<file path="config.mk">
export PLATFORM = sky130hd
export DESIGN_NAME = life_rule_row_stencil_core_flat
export DESIGN_NICKNAME = d
export VERILOG_FILES = /design/src/hdl/lrs_pkg.sv /design/src/hdl/lrs_in_if.sv /design/src/hdl/lrs_out_if.sv /design/src/hdl/lrs_lane.sv /design/src/hdl/lrs_row_engine.sv /design/src/hdl/lrs_out_queue.sv /design/src/hdl/life_rule_row_stencil_core.sv /design/src/flat_wrapper.sv
export SDC_FILE = /design/constraint.sdc
export NUM_CORES = 2
export LEC_CHECK = 0
export ABC_AREA = 0
export ABC_CLOCK_PERIOD_IN_PS = 7800
export CORE_ASPECT_RATIO = 2
export CORE_MARGIN = 2
export CORE_UTILIZATION = 50
export CTS_CLUSTER_DIAMETER = 120
export DETAILED_ROUTE_END_ITERATION = 16
export DONT_BUFFER_PORTS = 1
export GPL_ROUTABILITY_DRIVEN = 0
export GPL_TIMING_DRIVEN = 0
export HOLD_SLACK_MARGIN = 0.02
export PLACE_DENSITY_LB_ADDON = 0.3
export SLEW_MARGIN = 20
export SYNTH_ARGS = -nofsm -noshare
export SYNTH_HDL_FRONTEND = slang
export SYNTH_SLANG_ARGS = --single-unit
</file>
<file path="constraint.sdc">
create_clock -name i_clk -period 7.8 [get_ports i_clk]
set_input_delay 1.56 -clock i_clk [delete_from_list [all_inputs] [get_ports i_clk]]
set_output_delay 1.56 -clock i_clk [all_outputs]
set_load 0.1 [all_outputs]
</file>
<file path="src/hdl/lrs_pkg.sv">
package lrs_pkg;

    localparam int ROW_BITS       = 64;
    localparam int CFG_BITS       = 7;
    localparam int GRID_WIDTH_DEF = 64;
    localparam int QUEUE_DEPTH    = 4;
    localparam int NBR_BITS       = 4;

    localparam logic [CFG_BITS-1:0] CFG_RESET = 7'd64;

    // B3/S23 neighbour counts
    localparam logic [NBR_BITS-1:0] BIRTH_COUNT   = 4'd3;
    localparam logic [NBR_BITS-1:0] SURVIVE_COUNT = 4'd2;

    typedef struct packed {
        logic [ROW_BITS-1:0] next_row;
        logic                frame_end;
    } t_result;

    typedef struct packed {
        logic a;
        logic b;
    } t_push;

endpackage

</file>
<file path="src/hdl/lrs_in_if.sv">
interface lrs_in_if import lrs_pkg::*; ();
    logic                valid;
    logic                ready;
    logic [ROW_BITS-1:0] row_cells;
    logic                last_row;

    modport source (output valid, output row_cells, output last_row, input ready);
    modport sink   (input valid, input row_cells, input last_row, output ready);
endinterface

</file>
<file path="src/hdl/lrs_out_if.sv">
interface lrs_out_if import lrs_pkg::*; ();
    logic                valid;
    logic                ready;
    logic [ROW_BITS-1:0] next_row;
    logic                frame_end;

    modport source (output valid, output next_row, output frame_end, input ready);
    modport sink   (input valid, input next_row, input frame_end, output ready);
endinterface

</file>
<file path="src/hdl/lrs_lane.sv">
module lrs_lane import lrs_pkg::*; (
    input  logic [2:0] i_up,
    input  logic [2:0] i_mid,
    input  logic [2:0] i_down,
    output logic       o_next
);

    logic [NBR_BITS-1:0] nbr_cnt;

    assign nbr_cnt = NBR_BITS'(i_up[0]) + NBR_BITS'(i_up[1]) + NBR_BITS'(i_up[2])
                   + NBR_BITS'(i_mid[0]) + NBR_BITS'(i_mid[2])
                   + NBR_BITS'(i_down[0]) + NBR_BITS'(i_down[1]) + NBR_BITS'(i_down[2]);

    always_comb begin
        if (nbr_cnt == BIRTH_COUNT) begin
            o_next = 1'b1;
        end else if (nbr_cnt == SURVIVE_COUNT) begin
            o_next = i_mid[1];
        end else begin
            o_next = 1'b0;
        end
    end

endmodule

</file>
<file path="src/hdl/lrs_row_engine.sv">
module lrs_row_engine import lrs_pkg::*; #(
    parameter int GRID_WIDTH = GRID_WIDTH_DEF
) (
    input  logic [GRID_WIDTH-1:0] i_up,
    input  logic [GRID_WIDTH-1:0] i_mid,
    input  logic [GRID_WIDTH-1:0] i_down,
    input  logic [GRID_WIDTH-1:0] i_mask,
    output logic [GRID_WIDTH-1:0] o_row
);

    // dead column padded on both sides, cells beyond the width masked off
    logic [GRID_WIDTH+1:0] up_pad;
    logic [GRID_WIDTH+1:0] mid_pad;
    logic [GRID_WIDTH+1:0] down_pad;
    logic [GRID_WIDTH-1:0] lane_out;

    assign up_pad   = {1'b0, i_up & i_mask, 1'b0};
    assign mid_pad  = {1'b0, i_mid & i_mask, 1'b0};
    assign down_pad = {1'b0, i_down & i_mask, 1'b0};

    for (genvar c = 0; c < GRID_WIDTH; c++) begin : g_lane
        lrs_lane u_lane (
            .i_up   (up_pad[c+2:c]),
            .i_mid  (mid_pad[c+2:c]),
            .i_down (down_pad[c+2:c]),
            .o_next (lane_out[c])
        );
    end

    assign o_row = lane_out & i_mask;

endmodule

</file>
<file path="src/hdl/lrs_out_queue.sv">
module lrs_out_queue import lrs_pkg::*; (
    input  logic      i_clk,
    input  logic      i_rst_n,
    input  t_push     i_push,
    input  t_result   i_word_a,
    input  t_result   i_word_b,
    output logic      o_room,
    lrs_out_if.source o_out
);

    localparam int PW = $clog2(QUEUE_DEPTH);

    t_result         r_mem [QUEUE_DEPTH];
    logic [PW-1:0]   r_wp;
    logic [PW-1:0]   r_rp;
    logic [PW:0]     r_cnt;
    logic [PW-1:0]   n_wp;
    logic [PW-1:0]   n_rp;
    logic [PW:0]     n_cnt;
    logic [PW-1:0]   wp_next;
    logic [PW:0]     push_n;
    logic            pop;
    t_result         head;

    assign wp_next = r_wp + PW'(1);
    assign push_n  = (PW+1)'(i_push.a) + (PW+1)'(i_push.b);
    assign pop     = o_out.valid && o_out.ready;

    assign n_wp  = r_wp + push_n[PW-1:0];
    assign n_rp  = r_rp + PW'(pop);
    assign n_cnt = r_cnt + push_n - (PW+1)'(pop);

    // room for the two words a bottom row can bring
    assign o_room = r_cnt <= (PW+1)'(QUEUE_DEPTH - 2);

    always_ff @(posedge i_clk) begin
        if (!i_rst_n) begin
            r_wp  <= '0;
            r_rp  <= '0;
            r_cnt <= '0;
        end else begin
            r_wp  <= n_wp;
            r_rp  <= n_rp;
            r_cnt <= n_cnt;
        end
    end

    always_ff @(posedge i_clk) begin
        if (i_push.a) begin
            r_mem[r_wp] <= i_word_a;
        end
        if (i_push.b) begin
            r_mem[i_push.a ? wp_next : r_wp] <= i_word_b;
        end
    end

    assign head            = r_mem[r_rp];
    assign o_out.valid     = r_cnt != '0;
    assign o_out.next_row  = head.next_row;
    assign o_out.frame_end = head.frame_end;

endmodule

</file>
<file path="src/hdl/life_rule_row_stencil_core.sv">
// Row stencil for the B3/S23 cellular automaton.
// i_in carries one grid row per word (bit i is column i) plus last_row,
// which marks the bottom row. o_out carries next-generation rows with
// frame_end set on the bottom row's result. i_cfg_we/i_cfg_data set the
// grid width (columns_in_use); write it only while the block is idle.
// Every row after the first of a frame yields the result for the row
// above it; the bottom row yields one more for itself, so a frame of N
// rows gives N words. A row's words are computed on the accepting edge
// and queue up in a 4-word output buffer, whose head word drives o_out.
// Throughput is one row per cycle while the buffer has room: all columns
// are evaluated at once by one lane per column, and the buffer drains one
// word per cycle while o_out.ready is high.
// i_in.ready drops only while the buffer lacks room for two words, e.g.
// when the receiver holds o_out.ready low.
// Reset (synchronous, active low) empties the buffer, clears held rows
// and restores the width to 64 columns.
module life_rule_row_stencil_core import lrs_pkg::*; #(
    parameter int GRID_WIDTH = GRID_WIDTH_DEF
) (
    input  logic                i_clk,
    input  logic                i_rst_n,
    input  logic                i_cfg_we,
    input  logic [CFG_BITS-1:0] i_cfg_data,
    lrs_in_if.sink              i_in,
    lrs_out_if.source           o_out
);

    logic [CFG_BITS-1:0]   r_cols;
    logic [GRID_WIDTH-1:0] r_above;
    logic [GRID_WIDTH-1:0] r_middle;
    logic [1:0]            r_seen;

    logic [CFG_BITS-1:0]   live_w;
    logic [GRID_WIDTH-1:0] mask;
    logic [GRID_WIDTH-1:0] in_row;
    logic [GRID_WIDTH-1:0] row_a;
    logic [GRID_WIDTH-1:0] row_b;
    logic                  accept;
    logic                  room;
    t_push                 push;
    t_result               word_a;
    t_result               word_b;

    assign live_w = (r_cols > CFG_BITS'(GRID_WIDTH)) ? CFG_BITS'(GRID_WIDTH) : r_cols;

    for (genvar i = 0; i < GRID_WIDTH; i++) begin : g_mask
        assign mask[i] = CFG_BITS'(i) < live_w;
    end

    assign in_row = i_in.row_cells[GRID_WIDTH-1:0] & mask;
    assign accept = i_in.valid && i_in.ready;
    assign i_in.ready = room;

    // pending row with the new row below it
    lrs_row_engine #(.GRID_WIDTH(GRID_WIDTH)) u_eng_a (
        .i_up   (r_above),
        .i_mid  (r_middle),
        .i_down (in_row),
        .i_mask (mask),
        .o_row  (row_a)
    );

    // bottom row with a dead row below; held middle row is zero on a frame's first row
    lrs_row_engine #(.GRID_WIDTH(GRID_WIDTH)) u_eng_b (
        .i_up   (r_middle),
        .i_mid  (in_row),
        .i_down ('0),
        .i_mask (mask),
        .o_row  (row_b)
    );

    assign push.a           = accept && (r_seen != 2'd0);
    assign push.b           = accept && i_in.last_row;
    assign word_a.next_row  = ROW_BITS'(row_a);
    assign word_a.frame_end = 1'b0;
    assign word_b.next_row  = ROW_BITS'(row_b);
    assign word_b.frame_end = 1'b1;

    lrs_out_queue u_queue (
        .i_clk    (i_clk),
        .i_rst_n  (i_rst_n),
        .i_push   (push),
        .i_word_a (word_a),
        .i_word_b (word_b),
        .o_room   (room),
        .o_out    (o_out)
    );

    always_ff @(posedge i_clk) begin
        if (!i_rst_n) begin
            r_cols   <= CFG_RESET;
            r_above  <= '0;
            r_middle <= '0;
            r_seen   <= 2'd0;
        end else begin
            if (i_cfg_we) begin
                r_cols <= i_cfg_data;
            end
            if (accept) begin
                if (i_in.last_row) begin
                    r_above  <= '0;
                    r_middle <= '0;
                    r_seen   <= 2'd0;
                end else begin
                    r_above  <= r_middle;
                    r_middle <= in_row;
                    r_seen   <= (r_seen == 2'd0) ? 2'd1 : 2'd2;
                end
            end
        end
    end

endmodule
</file>
<file path="src/flat_wrapper.sv">
// flat-port wrapper written by rule: the top's interface ports become plain ports
module life_rule_row_stencil_core_flat import lrs_pkg::*;
#(
    parameter int GRID_WIDTH = GRID_WIDTH_DEF
)
  (i_clk, i_rst_n, i_cfg_we, i_cfg_data, i_in_valid, i_in_row_cells, i_in_last_row, i_in_ready, o_out_valid, o_out_next_row, o_out_frame_end, o_out_ready);
  lrs_in_if i_in_i ();
  lrs_out_if o_out_i ();
  input  logic i_clk;
  input  logic i_rst_n;
  input  logic i_cfg_we;
  input  logic [CFG_BITS-1:0] i_cfg_data;
  input wire logic [$bits(i_in_i.valid)-1:0] i_in_valid;
  input wire logic [$bits(i_in_i.row_cells)-1:0] i_in_row_cells;
  input wire logic [$bits(i_in_i.last_row)-1:0] i_in_last_row;
  output wire logic [$bits(i_in_i.ready)-1:0] i_in_ready;
  output wire logic [$bits(o_out_i.valid)-1:0] o_out_valid;
  output wire logic [$bits(o_out_i.next_row)-1:0] o_out_next_row;
  output wire logic [$bits(o_out_i.frame_end)-1:0] o_out_frame_end;
  input wire logic [$bits(o_out_i.ready)-1:0] o_out_ready;
  assign i_in_i.valid = i_in_valid;
  assign i_in_i.row_cells = i_in_row_cells;
  assign i_in_i.last_row = i_in_last_row;
  assign i_in_ready = i_in_i.ready;
  assign o_out_valid = o_out_i.valid;
  assign o_out_next_row = o_out_i.next_row;
  assign o_out_frame_end = o_out_i.frame_end;
  assign o_out_i.ready = o_out_ready;
  life_rule_row_stencil_core #(.GRID_WIDTH(GRID_WIDTH)) u_core (.i_clk(i_clk), .i_rst_n(i_rst_n), .i_cfg_we(i_cfg_we), .i_cfg_data(i_cfg_data), .i_in(i_in_i), .o_out(o_out_i));
endmodule
</file>
Word level (Yosys, flattened, before mapping)
Memory sizes are Yosys's and may differ from the RTL's. A register that Yosys moved wholly into a read port is not among the register bits.
Index checks and enable logic that the tools add are counted.
{"block": "totals", "reg_bits": 144, "ram_bits": 260, "output_inout_bits": 67, "word_cells": 1308, "memories": 1}
{"name": "u_core.u_queue.r_mem", "words": 4, "width": 65, "rd": 1, "rd_ports_with_merged_regs": 1, "write_ports": 2, "line": "lrs_out_queue.sv:13", "rtl": "t_result r_mem [QUEUE_DEPTH];"}
{"block": "op_classes", "n_addsub": 698, "order_cmp": 66, "n_eq_ne": 256, "n_mux": 267, "bitwise": 6, "n_reduce_logical": 7}
{"cell": "adder 4 x 1 -> 4 bit", "n": 440}
{"cell": "== test 4 x 2 -> 1 bit (second input constant)", "n": 256}
{"cell": "AND 64 bit", "n": 6}
{"cell": "adder 2 x 1 -> 3 bit", "n": 126}
{"cell": "two-way mux 1 bit", "n": 260}
{"cell": "adder 1 x 1 -> 2 bit", "n": 127}
{"cell": "less-than comparator 6 x 7 -> 1 bit (first input constant)", "n": 32}
{"cell": "two-way mux 64 bit", "n": 2}
{"cell": "less-than comparator 5 x 7 -> 1 bit (first input constant)", "n": 16}
{"cell": "less-than comparator 4 x 7 -> 1 bit (first input constant)", "n": 8}
{"cell": "less-than comparator 3 x 7 -> 1 bit (first input constant)", "n": 4}
{"cell": "less-than comparator 1 x 7 -> 1 bit (first input constant)", "n": 2}
{"cell": "less-than comparator 2 x 7 -> 1 bit (first input constant)", "n": 2}
{"cell": "two-way mux 2 bit", "n": 4}
{"cell": "> comparator 7 bit (second input constant)", "n": 1}
{"cell": "two-way mux 7 bit", "n": 1}
{"cell": "logical AND 1 bit", "n": 4}
{"cell": "adder 3 x 2 -> 3 bit", "n": 1}
{"cell": "less-or-equal comparator 3 x 2 -> 1 bit (second input constant)", "n": 1}
{"cell": "nonzero test 3 bit", "n": 1}
{"cell": "subtractor 3 x 1 -> 3 bit", "n": 1}
{"cell": "adder 2 x 1 -> 2 bit", "n": 1}
{"cell": "adder 2 x 1 -> 2 bit (second input constant)", "n": 1}
{"cell": "adder 2 bit", "n": 1}
{"cell": "2 further kinds", "n": 2}

Longest topological paths before layout
{"block": "logic_depth", "word_depth": 15, "mapped_depth": 17, "ltp_nobuf": 16}

Modules after synthesis
Synthesis repeated with hierarchy kept, for this count alone.
{"block": "unflattened", "cells_unflattened": 4830, "area_unflattened_um2": 48111.1}
{"module": "lrs_lane at u_core.u_eng_a.g_lane[0].u_lane ...", "instances": 126, "cells_each": 23, "area_per_inst_um2": 200.2}
{"module": "lrs_out_queue", "instances": 1, "cells_each": 686, "area_per_inst_um2": 13157.6}
{"module": "life_rule_row_stencil_core", "instances": 1, "cells_each": 686, "area_per_inst_um2": 6148.4}
{"module": "lrs_row_engine", "instances": 2, "cells_each": 257, "area_per_inst_um2": 1605.3}
{"module": "lrs_lane at u_core.u_eng_a.g_lane[42].u_lane ...", "instances": 2, "cells_each": 23, "area_per_inst_um2": 185.2}

Least setup slack after synthesis
Ideal clock, no wire load.
{"block": "synth_path", "path_type": "flip-flop to flip-flop", "from": "register u_core.r_cols[4]", "to": "memory u_core.u_queue.r_mem[0][53] (netlist bit), data pin", "arrival_time_ns": 4.321, "required_time_ns": 7.647, "path_slack_ns": 3.326, "path_stages_with_launch": 17, "synth_period_minus_slack_ns": 4.474, "path_cell_list": "dfxtp_1 -> buf_2 -> buf_2 -> nand2_1 -> o21ai_0 -> nand2_1 -> xor2_1 -> ha_1 -> inv_1 -> fa_1 -> fa_1 -> inv_1 -> ha_1 -> fa_1 -> o21ai_0 -> or4b_1 -> o22ai_1"}
{"element": "start: declaration", "line": "life_rule_row_stencil_core.sv:28", "rtl": "logic [CFG_BITS-1:0] r_cols;"}
{"element": "start signal: assignment", "line": "life_rule_row_stencil_core.sv:97", "rtl": "r_cols <= i_cfg_data;"}
{"element": "end: declaration", "line": "lrs_out_queue.sv:13"}

==> summary.md <==
| Metric | Value |
|---|---|
| Antenna-violating nets left | `0` |
| Post-synthesis sequential area ratio | `a little under a third` |
| Flop pwr share | `29.9%` |
| Internal Pwr Total | `4.54 mW` |
| Max-Cap Viols | `0` |
| Chip width | `190 um` |
| Fin crit share | `80.5%` |
| Clock network power share | `24.6%` |
| WL/cell | `25.1 um` |
| Final Net Count | `approximately 4100` |
| Leak | `approximately 17 nW` |
| Final setup fails | `0` |
| Mapped Avg Cell Area | `10.5 um^2` |
| Root buffer cell | `clkbuf_16` |
| Total die area | `between 70000 and 80000 um^2` |
| Dpl cells | `4205` |
| Setup TNS | `0 ps` |
| CP Data Required Time | `8230 ps` |
| Fraction of registers with async set/reset | `0%` |
| Fin worst setup slack | `1520 ps` |
| Top cells by area, synth | `edfxtp_1, fa_1, ha_1, dfxtp_1, inv_1` |
| Final Hold Fails | `0` |
| Largest net degree at the start of global routing | `43` |
| Switch share | `between 40 and 50%` |
| Most common cell after layout, fill and taps aside | `inv_1` |
| Clk buf depth | `3` |
| First-pass GRT wire length | `162000 um` |
| Power, Total | `8.45 mW` |
| Layout cell share with drive strength beyond 1 | `7.54%` |
| Remaining global-route overflow | `0` |
| Pwr dens | `227 nW/um^2` |
| P_sw | `between 3 and 4 mW` |
| Core area | `about 69000 um^2` |
| Synth unique cells | `roughly 70` |
| Crit path max fanout | `10` |
| Compound-Gate Fraction of Synth Area | `between 10 and 15%` |
| Fin. max-slew vios | `0` |
| GR Util All Layers | `30.6%` |
| Synthesized net count | `~4000` |
| Post-place setup slack | `1860 ps` |
| Die Y | `376 um` |
| Routing usage on met3 | `just over 7%` |
| Gate power share | `45.5%` |
| Post-synthesis adder-cell area fraction | `30.6%` |
| Vias in the first global route | `27504` |
| CP startpoint kind | `register` |
| Post-route minimum period | `6280 ps` |
| Area Growth Syn to Fin | `7.77%` |
| Skew final | `approximately 36 ps` |
| GR peak layer | `met2` |
| Cts bufs inserted | `39` |
| Top_reg_cell synth | `edfxtp_1` |
| Max Fclk | `159 MHz` |
| Postcts setup bufs | `0` |
| Via density | `6.19` |
| CTS clock-pin slew for the worst setup and hold paths | `70 ps` |
| Worst Setup End Kind | `register` |
| R2R Setup Slk | `around 1500 ps` |
| Arrival time worst endpoint | `6710 ps` |
| Outcome | `finished clean` |
| Instance count of the mapped netlist | `about 3300` |
| Most frequent cells in the layout | `inv_1, fa_1, ha_1` |
| Yosys reg bits | `404` |
| Post-synth top area cell | `edfxtp_1` |
| Max-slew headroom | `13.5%` |
| Hold crit path type | `reg -> reg` |
| Worst r2r path cells | `15` |
| Hold Path Stages | `2` |
| Largest family of logic cells by synthesized area | `adder cells` |
| CTS tree | `done` |
| Clock tree sinks | `~400` |
| Initial Util | `50.3%` |
| Post-cts gate resize count | `0` |
| Synthesized area | `approximately 35000 um^2` |
| Layout Cells excl Fill | `4279` |
| Share of Yosys cell area claimed by the top area cell type | `22.3%` |
| Clk Latency, worst-skew pair | `~580 ps` |
| I/O pin total | `144` |
| Post-CTS Hold Fix Bufs | `0` |
| GRT met1 Usage | `30.7%` |
| Port Buffer Count | `0` |
| Simple-gate share of the synthesized area | `11.9%` |
| Post-synthesis mux area share | `5.13%` |
| Max IR drop VDD | `0.245 mV` |
| H-tree depth | `2` |
| DRC viols | `0` |
| Worst-margin pin slew | `~1300 ps` |
| YS warnings | `0` |
| Dpl hpwl | `83800 um` |
| 1st-pass router iterations | `7` |
| Number of synthesized flops with an enable pin | `256` |
| DRT iter0 DRCs | `2102` |
| Xor and xnor area share after synthesis | `1.29%` |
| Routed via count | `~26000` |
| GR Layer Usage met2 | `a little over half` |
| Crit Path Category | `reg -> reg` |
| Final WL | `107000 um` |
| RSZ-0062 raised after global routing | `no` |
| Rows | `136` |
| Initial antenna violation count | `7` |
[per-stage QoR]
| step | instance area (um^2) | utilization, % | hold slack, ps |
|---|---|---|---|
| 5_1_grt | 37200 | 54.2 | 466 |
| 3_3_place_gp | 35600 | 52.0 | 433 |
| 4_1_cts | 37200 | 54.2 | 451 |
| 3_5_place_dp | 35800 | 52.2 | 442 |
| 2_1_floorplan | 34500 | - | 417 |
| 6_report | 37200 | 54.2 | 452 |
[registers in the layout (all words and copies together) (netlist names)]
name,flops
u_core.r_above,64
u_core.r_cols,7
u_core.r_middle,64
u_core.r_seen,2
u_core.u_queue.r_cnt,3
u_core.u_queue.r_mem,260
u_core.u_queue.r_rp,2
u_core.u_queue.r_wp,2
[cells by family after synthesis]
family / after synthesis
buf+inv: 667
compound gates: 672
mux: 90
fa+ha+maj: 648
xor+xnor: 51
flops: 404
simple gates: 770
[power by group through the flow]
| stage | Combinational [mW] | Sequential [mW] | Clock, mW |
|---|---|---|---|
| 6_report | 3.84 | 2.53 | 2.08 |
| 5_1_grt | 4.10 | 2.54 | 2.14 |
| 4_1_cts | 3.82 | 2.52 | 2.06 |
| 3_5_place_dp | 3.80 | 2.57 | 0 |
| 3_3_place_gp | 3.71 | 2.58 | 0 |
| 2_1_floorplan | 2.94 | 2.55 | 0 |
[metal layers]
metal  part of all wire, %  up-vias
li1                      -    11679
met5                 0.077        -
met3                   8.8      402
met1                    32    13201
met4                   8.1       12
met2                    51     1191
[final cells by class]
class	count	area [um^2]
Tap cell	897	1120
Timing Repair Buffer	7	121
Buffer	129	648
Clock buffer	45	1030
Antenna cell	2	5.00
Sequential cell	404	10700
Inverter	538	2020
Fill cell	6095	31400
Clock inverter	26	330
Multi-Input combinational cell	2231	21300
[synthesized netlist by cell type, drive strengths merged (65+ instances only)]
master / n
nand2: 307
edfxtp: 256
fa: 326
ha: 322
dfxtp: 148
o21ai: 88
buf: 74
mux4: 65
inv: 537
a21oi: 116
nor2: 97
o22ai: 253
nand3b: 84
[final timing paths]
path / to / start
worst max-delay path: u_core.u_queue.r_mem[0][25]$_DFFE_PP_ / u_core.r_cols[1]$_SDFFE_PN0P_
worst min-delay path: u_core.r_above[1]$_SDFFE_PN0P_ / u_core.r_above[1]$_SDFFE_PN0P_
worst max register to register: u_core.u_queue.r_mem[0][25]$_DFFE_PP_ / u_core.r_cols[1]$_SDFFE_PN0P_
worst min register to register: u_core.r_above[1]$_SDFFE_PN0P_ / u_core.r_above[1]$_SDFFE_PN0P_
[worst max-delay path, stage by stage (launching register included)]
cell,delay (ps)
dfxtp_1,370
buf_2,210
nor2_1,990
o21ai_0,640
nand2_1,450
xnor2_1,160
ha_1,250
inv_1,80
fa_1,440
fa_1,510
inv_1,40
ha_1,200
fa_1,490
o21ai_0,80
nor3b_1,930
a22o_1,270
No activity file was read; power rests on OpenSTA's default activity.
